===== src/rtl/core/c8_pkg.sv =====
// Shared constants, payload types and control codes for the CHIP-8 core.
package c8_pkg;

	localparam int MEM_BYTES     = 4096;
	localparam int SCREEN_PIXELS = 2048;
	localparam int STACK_DEPTH   = 16;
	localparam int MEM_AW        = $clog2(MEM_BYTES);
	localparam int SCR_BYTES     = SCREEN_PIXELS / 8;
	localparam int SCR_AW        = $clog2(SCR_BYTES);
	localparam int SP_W          = 4;
	localparam int FONT_BYTES    = 80;

	localparam logic [11:0] PC_RESET = 12'h200;

	localparam logic [1:0] CMD_EXEC   = 2'd0;
	localparam logic [1:0] CMD_WRITE  = 2'd1;
	localparam logic [1:0] CMD_READ   = 2'd2;
	localparam logic [1:0] CMD_SCREEN = 2'd3;

	localparam logic [4:0] U_CLR   = 5'd0;
	localparam logic [4:0] U_IDLE  = 5'd1;
	localparam logic [4:0] U_DISP  = 5'd2;
	localparam logic [4:0] U_F0    = 5'd3;
	localparam logic [4:0] U_F1    = 5'd4;
	localparam logic [4:0] U_F2    = 5'd5;
	localparam logic [4:0] U_F3    = 5'd6;
	localparam logic [4:0] U_F4    = 5'd7;
	localparam logic [4:0] U_F5    = 5'd8;
	localparam logic [4:0] U_EXEC  = 5'd9;
	localparam logic [4:0] U_WVF   = 5'd10;
	localparam logic [4:0] U_WVX   = 5'd11;
	localparam logic [4:0] U_CLS   = 5'd12;
	localparam logic [4:0] U_DRD   = 5'd13;
	localparam logic [4:0] U_DLD   = 5'd14;
	localparam logic [4:0] U_DCOL  = 5'd15;
	localparam logic [4:0] U_DWR   = 5'd16;
	localparam logic [4:0] U_BCD   = 5'd17;
	localparam logic [4:0] U_STRD  = 5'd18;
	localparam logic [4:0] U_STWR  = 5'd19;
	localparam logic [4:0] U_LDRD  = 5'd20;
	localparam logic [4:0] U_LDWR  = 5'd21;
	localparam logic [4:0] U_MW    = 5'd22;
	localparam logic [4:0] U_MR    = 5'd23;
	localparam logic [4:0] U_SR    = 5'd24;
	localparam logic [4:0] U_RDCAP = 5'd25;
	localparam logic [4:0] U_FIN   = 5'd26;

	localparam logic [7:0] FONT [FONT_BYTES] = '{
		8'hF0, 8'h90, 8'h90, 8'h90, 8'hF0, 8'h20, 8'h60, 8'h20, 8'h20, 8'h70,
		8'hF0, 8'h10, 8'hF0, 8'h80, 8'hF0, 8'hF0, 8'h10, 8'hF0, 8'h10, 8'hF0,
		8'h90, 8'h90, 8'hF0, 8'h10, 8'h10, 8'hF0, 8'h80, 8'hF0, 8'h10, 8'hF0,
		8'hF0, 8'h80, 8'hF0, 8'h90, 8'hF0, 8'hF0, 8'h10, 8'h20, 8'h40, 8'h40,
		8'hF0, 8'h90, 8'hF0, 8'h90, 8'hF0, 8'hF0, 8'h90, 8'hF0, 8'h10, 8'hF0,
		8'hF0, 8'h90, 8'hF0, 8'h90, 8'h90, 8'hE0, 8'h90, 8'hE0, 8'h90, 8'hE0,
		8'hF0, 8'h80, 8'h80, 8'h80, 8'hF0, 8'hE0, 8'h90, 8'h90, 8'h90, 8'hE0,
		8'hF0, 8'h80, 8'hF0, 8'h80, 8'hF0, 8'hF0, 8'h80, 8'hF0, 8'h80, 8'h80
	};

	typedef struct packed {
		logic [1:0]  cmd;
		logic [15:0] key_state;
		logic [7:0]  random_byte;
		logic [11:0] address;
		logic [7:0]  write_data;
	} req_t;

	typedef struct packed {
		logic [11:0] program_counter;
		logic [15:0] last_opcode;
		logic        draw_flag;
		logic        sound_on;
		logic        waiting_key;
		logic        unknown_opcode;
		logic [7:0]  read_data;
	} rsp_t;

	typedef struct packed {
		logic [4:0] uop;
		logic       take;
	} ctl_t;

	typedef struct packed {
		logic [1:0] cmd;
		logic       k_cls;
		logic       k_draw;
		logic       k_bcd;
		logic       k_store;
		logic       k_load;
		logic       key_miss;
		logic       need_vf;
		logic       need_vx;
		logic       n_zero;
		logic       bit_set;
		logic       col_last;
		logic       row_last;
		logic       clr_done;
		logic       cls_done;
		logic       bcd_done;
		logic       blk_done;
		logic       out_free;
	} sts_t;

endpackage


===== src/rtl/core/c8_ctrl.sv =====
// Sequencing state machine of the CHIP-8 core.
module c8_ctrl (
	input  logic         clk,
	input  logic         arst_n,
	input  logic         req_valid,
	input  c8_pkg::sts_t sts,
	output c8_pkg::ctl_t ctl,
	output logic         req_stall
);
	import c8_pkg::*;

	logic [4:0] state_q;
	logic [4:0] state_d;

	always_ff @(posedge clk or negedge arst_n) begin
		if (!arst_n) begin
			state_q <= U_CLR;
		end else begin
			state_q <= state_d;
		end
	end

	always_comb begin
		state_d = state_q;
		case (state_q)
			U_CLR:  if (sts.clr_done) state_d = U_IDLE;
			U_IDLE: if (req_valid) state_d = U_DISP;
			U_DISP: begin
				case (sts.cmd)
					CMD_EXEC:  state_d = U_F0;
					CMD_WRITE: state_d = U_MW;
					CMD_READ:  state_d = U_MR;
					default:   state_d = U_SR;
				endcase
			end
			U_F0: state_d = U_F1;
			U_F1: state_d = U_F2;
			U_F2: state_d = U_F3;
			U_F3: state_d = U_F4;
			U_F4: state_d = U_F5;
			U_F5: state_d = U_EXEC;
			U_EXEC: begin
				if (sts.k_cls) state_d = U_CLS;
				else if (sts.k_draw) state_d = sts.n_zero ? U_WVF : U_DRD;
				else if (sts.k_bcd) state_d = U_BCD;
				else if (sts.k_store) state_d = U_STRD;
				else if (sts.k_load) state_d = U_LDRD;
				else if (sts.key_miss) state_d = U_FIN;
				else if (sts.need_vf) state_d = U_WVF;
				else if (sts.need_vx) state_d = U_WVX;
				else state_d = U_FIN;
			end
			U_WVF: state_d = sts.need_vx ? U_WVX : U_FIN;
			U_WVX: state_d = U_FIN;
			U_CLS: if (sts.cls_done) state_d = U_FIN;
			U_DRD: state_d = U_DLD;
			U_DLD: state_d = U_DCOL;
			U_DCOL: begin
				if (sts.bit_set) state_d = U_DWR;
				else if (sts.col_last) state_d = sts.row_last ? U_WVF : U_DRD;
			end
			U_DWR: begin
				if (sts.col_last) state_d = sts.row_last ? U_WVF : U_DRD;
				else state_d = U_DCOL;
			end
			U_BCD:  if (sts.bcd_done) state_d = U_FIN;
			U_STRD: state_d = U_STWR;
			U_STWR: state_d = sts.blk_done ? U_FIN : U_STRD;
			U_LDRD: state_d = U_LDWR;
			U_LDWR: state_d = sts.blk_done ? U_FIN : U_LDRD;
			U_MW:    state_d = U_FIN;
			U_MR:    state_d = U_RDCAP;
			U_SR:    state_d = U_RDCAP;
			U_RDCAP: state_d = U_FIN;
			U_FIN:   if (sts.out_free) state_d = U_IDLE;
			default: state_d = U_IDLE;
		endcase
	end

	assign req_stall = (state_q != U_IDLE);
	assign ctl.uop   = state_q;
	assign ctl.take  = (state_q == U_IDLE) && req_valid;

endmodule


===== config.mk =====
export PLATFORM = sky130hd
export DESIGN_NAME = c8_ctrl
export DESIGN_NICKNAME = d
export VERILOG_FILES = /design/src/rtl/core/c8_pkg.sv /design/src/rtl/core/c8_ctrl.sv
export SDC_FILE = /design/constraint.sdc
export NUM_CORES = 1
export LEC_CHECK = 0
export ABC_AREA = 1
export BUFFER_PORTS_ARGS = -buffer_cell sky130_fd_sc_hd__buf_2
export CORE_MARGIN = 2
export CORE_UTILIZATION = 47
export CTS_CLUSTER_DIAMETER = 40
export DETAILED_ROUTE_END_ITERATION = 8
export PLACE_DENSITY = 0.81
export RECOVER_POWER = 50
export SETUP_SLACK_MARGIN = 0.2
export SLEW_MARGIN = 40
export SYNTH_ARGS = -nofsm -noshare
export SYNTH_HDL_FRONTEND = slang
export SYNTH_SLANG_ARGS = --single-unit

===== constraint.sdc =====
create_clock -name clk -period 1.45 [get_ports clk]
set_input_delay 0.29 -clock clk [delete_from_list [all_inputs] [get_ports clk]]
set_output_delay 0.29 -clock clk [all_outputs]
set_load 0.01 [all_outputs]

==> metrics list <==
- Run status: finished, violations left
- The final reports fail on negative setup slack.
- Reg2reg setup slack: -0.33 ns
- RSZ-0062 raised after global routing: yes
* Capture point of the worst path: state_q[4]
* Layout fillers: 137
* Number of nets at the end of the flow: 285
* CP Max Fanout: 6
- The cell area that synthesis handed to floorplanning was 1020 um^2.
* Number of distinct library cell variants in the gate-level netlist after synthesis: 25
* Number of global-route vias before repair: 1452
* Hold slack final: ~0.39 ns
* Number of max-capacitance violations reported: 0
* Detailed placer's ending HPWL: 2410 um
* Max FFs per register: 5
- Floorplan core area: 2000 um^2
- DR vias/cell: about 6.3
- The largest registers in the layout are state_q: 5 flops.
* Worst-case headroom to the max-slew limit: 76.5%
* Total power per unit cell area: 2210 nW/um^2
- FF-to-FF Start: state_q[2]
* Worst setup startpoint: state_q[2]
- In the finished design, the share of the clock period the worst path needs comes to 122%.
- At the pin with the least slew margin, the transition time is 0.353 ns.
- The die covers approximately 2600 um^2.
* Critical path launch point type: flip-flop
- Measured along the x axis, the die boundary spans 50.5 um.
- Final worst-path setup slack: -0.325 ns
- Data on the critical path is required at its endpoint by roughly 1.6 ns.
- Maximum number of buffers from clock root to sink: 2
- Compared with the post-synthesis result, the final layout area differs by 61.7%.
- WL per Instance: 18.0 um
- By startpoint and endpoint, the worst setup path is classified as flip-flop to flip-flop.
* Synthesized area per cell: 5.04 um^2
- Clk Latency, worst-skew pair: 0.26 ns
- Sequential elements use 12.3% of the synthesized area.
* Arrival @ worst endpoint: 1.95 ns
* Final Slew Violations: 0
- The die is ~50 um tall.
* Initial antenna violation count: 0
* Hold Fails Final Rpt: 0
- H-tree depth reported by CTS: 1
- The worst register-to-register path ends at state_q[4].
* Number of diodes: 0
- The worst path in the final design needs a cycle of around 1.8 ns, including I/O delays and setup.
- Global-route total usage across every layer: 36.0%
- Clock-pin slew was measured on the worst setup and hold paths at 0.05 ns.
- Clock tree from TritonCTS: built
* Accumulated negative setup slack: -1.50 ns
- More flip-flops sit in one register than any other, and that register is state_q.
* Total vias in the final route: 1803
- Clock Sinks: 5
- Register area: approximately 130 um^2
* Total of buffers placed on input and output ports: 28
- Setup violations remaining at the end of the flow were counted as 7.
* Yosys warns: 0
* Post-detailed-route DRC marker count: 0
* Clock root cell: clkbuf_4
- Register-to-Register Path Depth: 10
- For this run, the top clock speed supported by timing is roughly 560 MHz.
- Final wirelength: 5140 um
- Crit. End Element: flip-flop
* Number of nets with antenna violations after detailed routing: 0
- Gp weighted congestion: 0.937
- In the final layout, the share of cells above drive strength 1 is 45.9%.
- Post-Route Skew: around 0.0047 ns
- Counting flops and latches in the post-synthesis netlist gives 5.
- In the final layout, the multi-input gates occupy 907 um^2.
- Total chip power: ~3.6 mW
- Before antenna repair, the detailed router went through 7 iterations.
- Worst ir drop on vdd: between 2 and 2.5 mV
- Number of nets in the synthesized netlist: 227
- In this run, CTS created clock tree buffers numbering 3.
- Entering global routing, the biggest net connects 12 pins.
- Worst hold path type: primary input to flip-flop
- The cell count after synthesis came out at between 200 and 250.
- Total congestion overflow: 0
- Number of I/O pins: 29
- Drt first-iter violations: roughly 170
* Core Rows: 16
- The first global-routing pass estimated 6690 um of wire.
- Leakage dissipation: 0.925 nW
* Effective utilization at floorplan: 50.8%
worst min-delay path by stage:
stage,start,endpoint,slack (ns),depth (start not counted)
floorplan,arst_n,state_q[0],-0.006,0
global placement,arst_n,state_q[1],0.11,1
detailed placement,arst_n,state_q[1],0.11,1
CTS,arst_n,state_q[1],0.37,2
global route,sts[5],state_q[1],0.42,5
finish,sts[5],state_q[1],0.39,5
layout make-up:
| type | instances | area share, % |
|---|---|---|
| multi-input cells | 162 | 55.1 |
| repair buffers | 56 | 25.8 |
| flip-flops and latches | 5 | 7.98 |
| inverters | 32 | 7.45 |
| well taps | 27 | 2.05 |
| clock buffers | 4 | 1.60 |
report_power, final:
group / internal, mW / switching (mW) / leakage (nW)
Combinational: 1.21 / 1.85 / 0.855
Sequential: 0.232 / 0.154 / 0.0559
Clock: 0.105 / 0.0752 / 0.0150
Total: 1.55 / 2.08 / 0.925
Yosys cell counts (all sizes together):
cell type | count | share of area [%]
inv | 32 | 12
nor3 | 4 | 2.0
nand2 | 77 | 29
o22ai | 1 | 0.62
ha | 3 | 3.7
clkbuf | 1 | 0.49
a21oi | 3 | 1.5
dfrtp | 5 | 12
nor2 | 38 | 17
or2 | 1 | 0.62
o21ai | 4 | 2.0
a31oi | 2 | 1.8
nand4 | 5 | 3.1
nand3 | 21 | 11
buf | 3 | 2.0
nand3b | 1 | 0.74
o211ai | 1 | 0.74
layer usage:
layer / global-route usage (%) / routed length, um
met1: 41.7 / 1670
met2: 60.7 / 2150
met3: 7.14 / 766
met4: 21.2 / 552
met5: 0 / 0
cells by family (layout without fill, tap and decap cells):
group / count (synthesis) / after routing / share of synthesized area [%]
and+or+nand+nor: 147 / 148 / 63.1
buffers and inverters: 36 / 92 / 14.3
AOI/OAI and AO/OA: 11 / 11 / 6.64
DFF: 5 / 5 / 12.3
adders and majority gates: 3 / 3 / 3.69
repair_timing:
| action | 4_1_cts | 5_1_grt |
|---|---|---|
| setup buffers | 10 | 6 |
| resized for setup | 33 | 30 |
| hold buffers | 1 | 0 |
| pin swaps | 12 | 15 |
| cloned | 1 | 0 |
| endpoints found under the setup margin | 11 | 12 |
| endpoints found under the hold margin | 5 | 0 |
stage by stage:
| stage | cells | worst slack (ns) | area [um^2] | util [%] |
|---|---|---|---|---|
| 2_1_floorplan | 202 | 0.0451 | 1050 | - |
| 3_3_place_gp | 264 | -0.0787 | 1260 | 63.0 |
| 3_5_place_dp | 264 | -0.0843 | 1260 | 63.0 |
| 4_1_cts | 280 | -0.0891 | 1490 | 74.4 |
| 5_1_grt | 286 | -0.380 | 1650 | 82.2 |
| 6_report | 286 | -0.325 | 1650 | 82.2 |
critical path, cell delays in order (launching register included):
cell and delay, ns:
dfrtp_2 0.48, buf_4 0.17, inv_4 0.04, nor2_4 0.16
nand2_1 0.10, nand2_1 0.11, nand2_2 0.07, buf_4 0.15
nand4_1 0.16, nor2_2 0.07, o21ai_1 0.17
layout by cell type, fill, tap and decap left out, types with 5 or more instances in the layout:
| master | instances |
|---|---|
| nand2_1 | 62 |
| buf_4 | 16 |
| nor2_4 | 7 |
| nand3_2 | 8 |
| buf_2 | 22 |
| nor2_2 | 8 |
| nand4_1 | 5 |
| nand3_1 | 12 |
| nor2_1 | 24 |
| buf_6 | 16 |
| inv_1 | 20 |
| inv_2 | 11 |
| dfrtp_2 | 5 |
| nand2_2 | 14 |
Note: power is estimated with default switching activity, not from simulation.
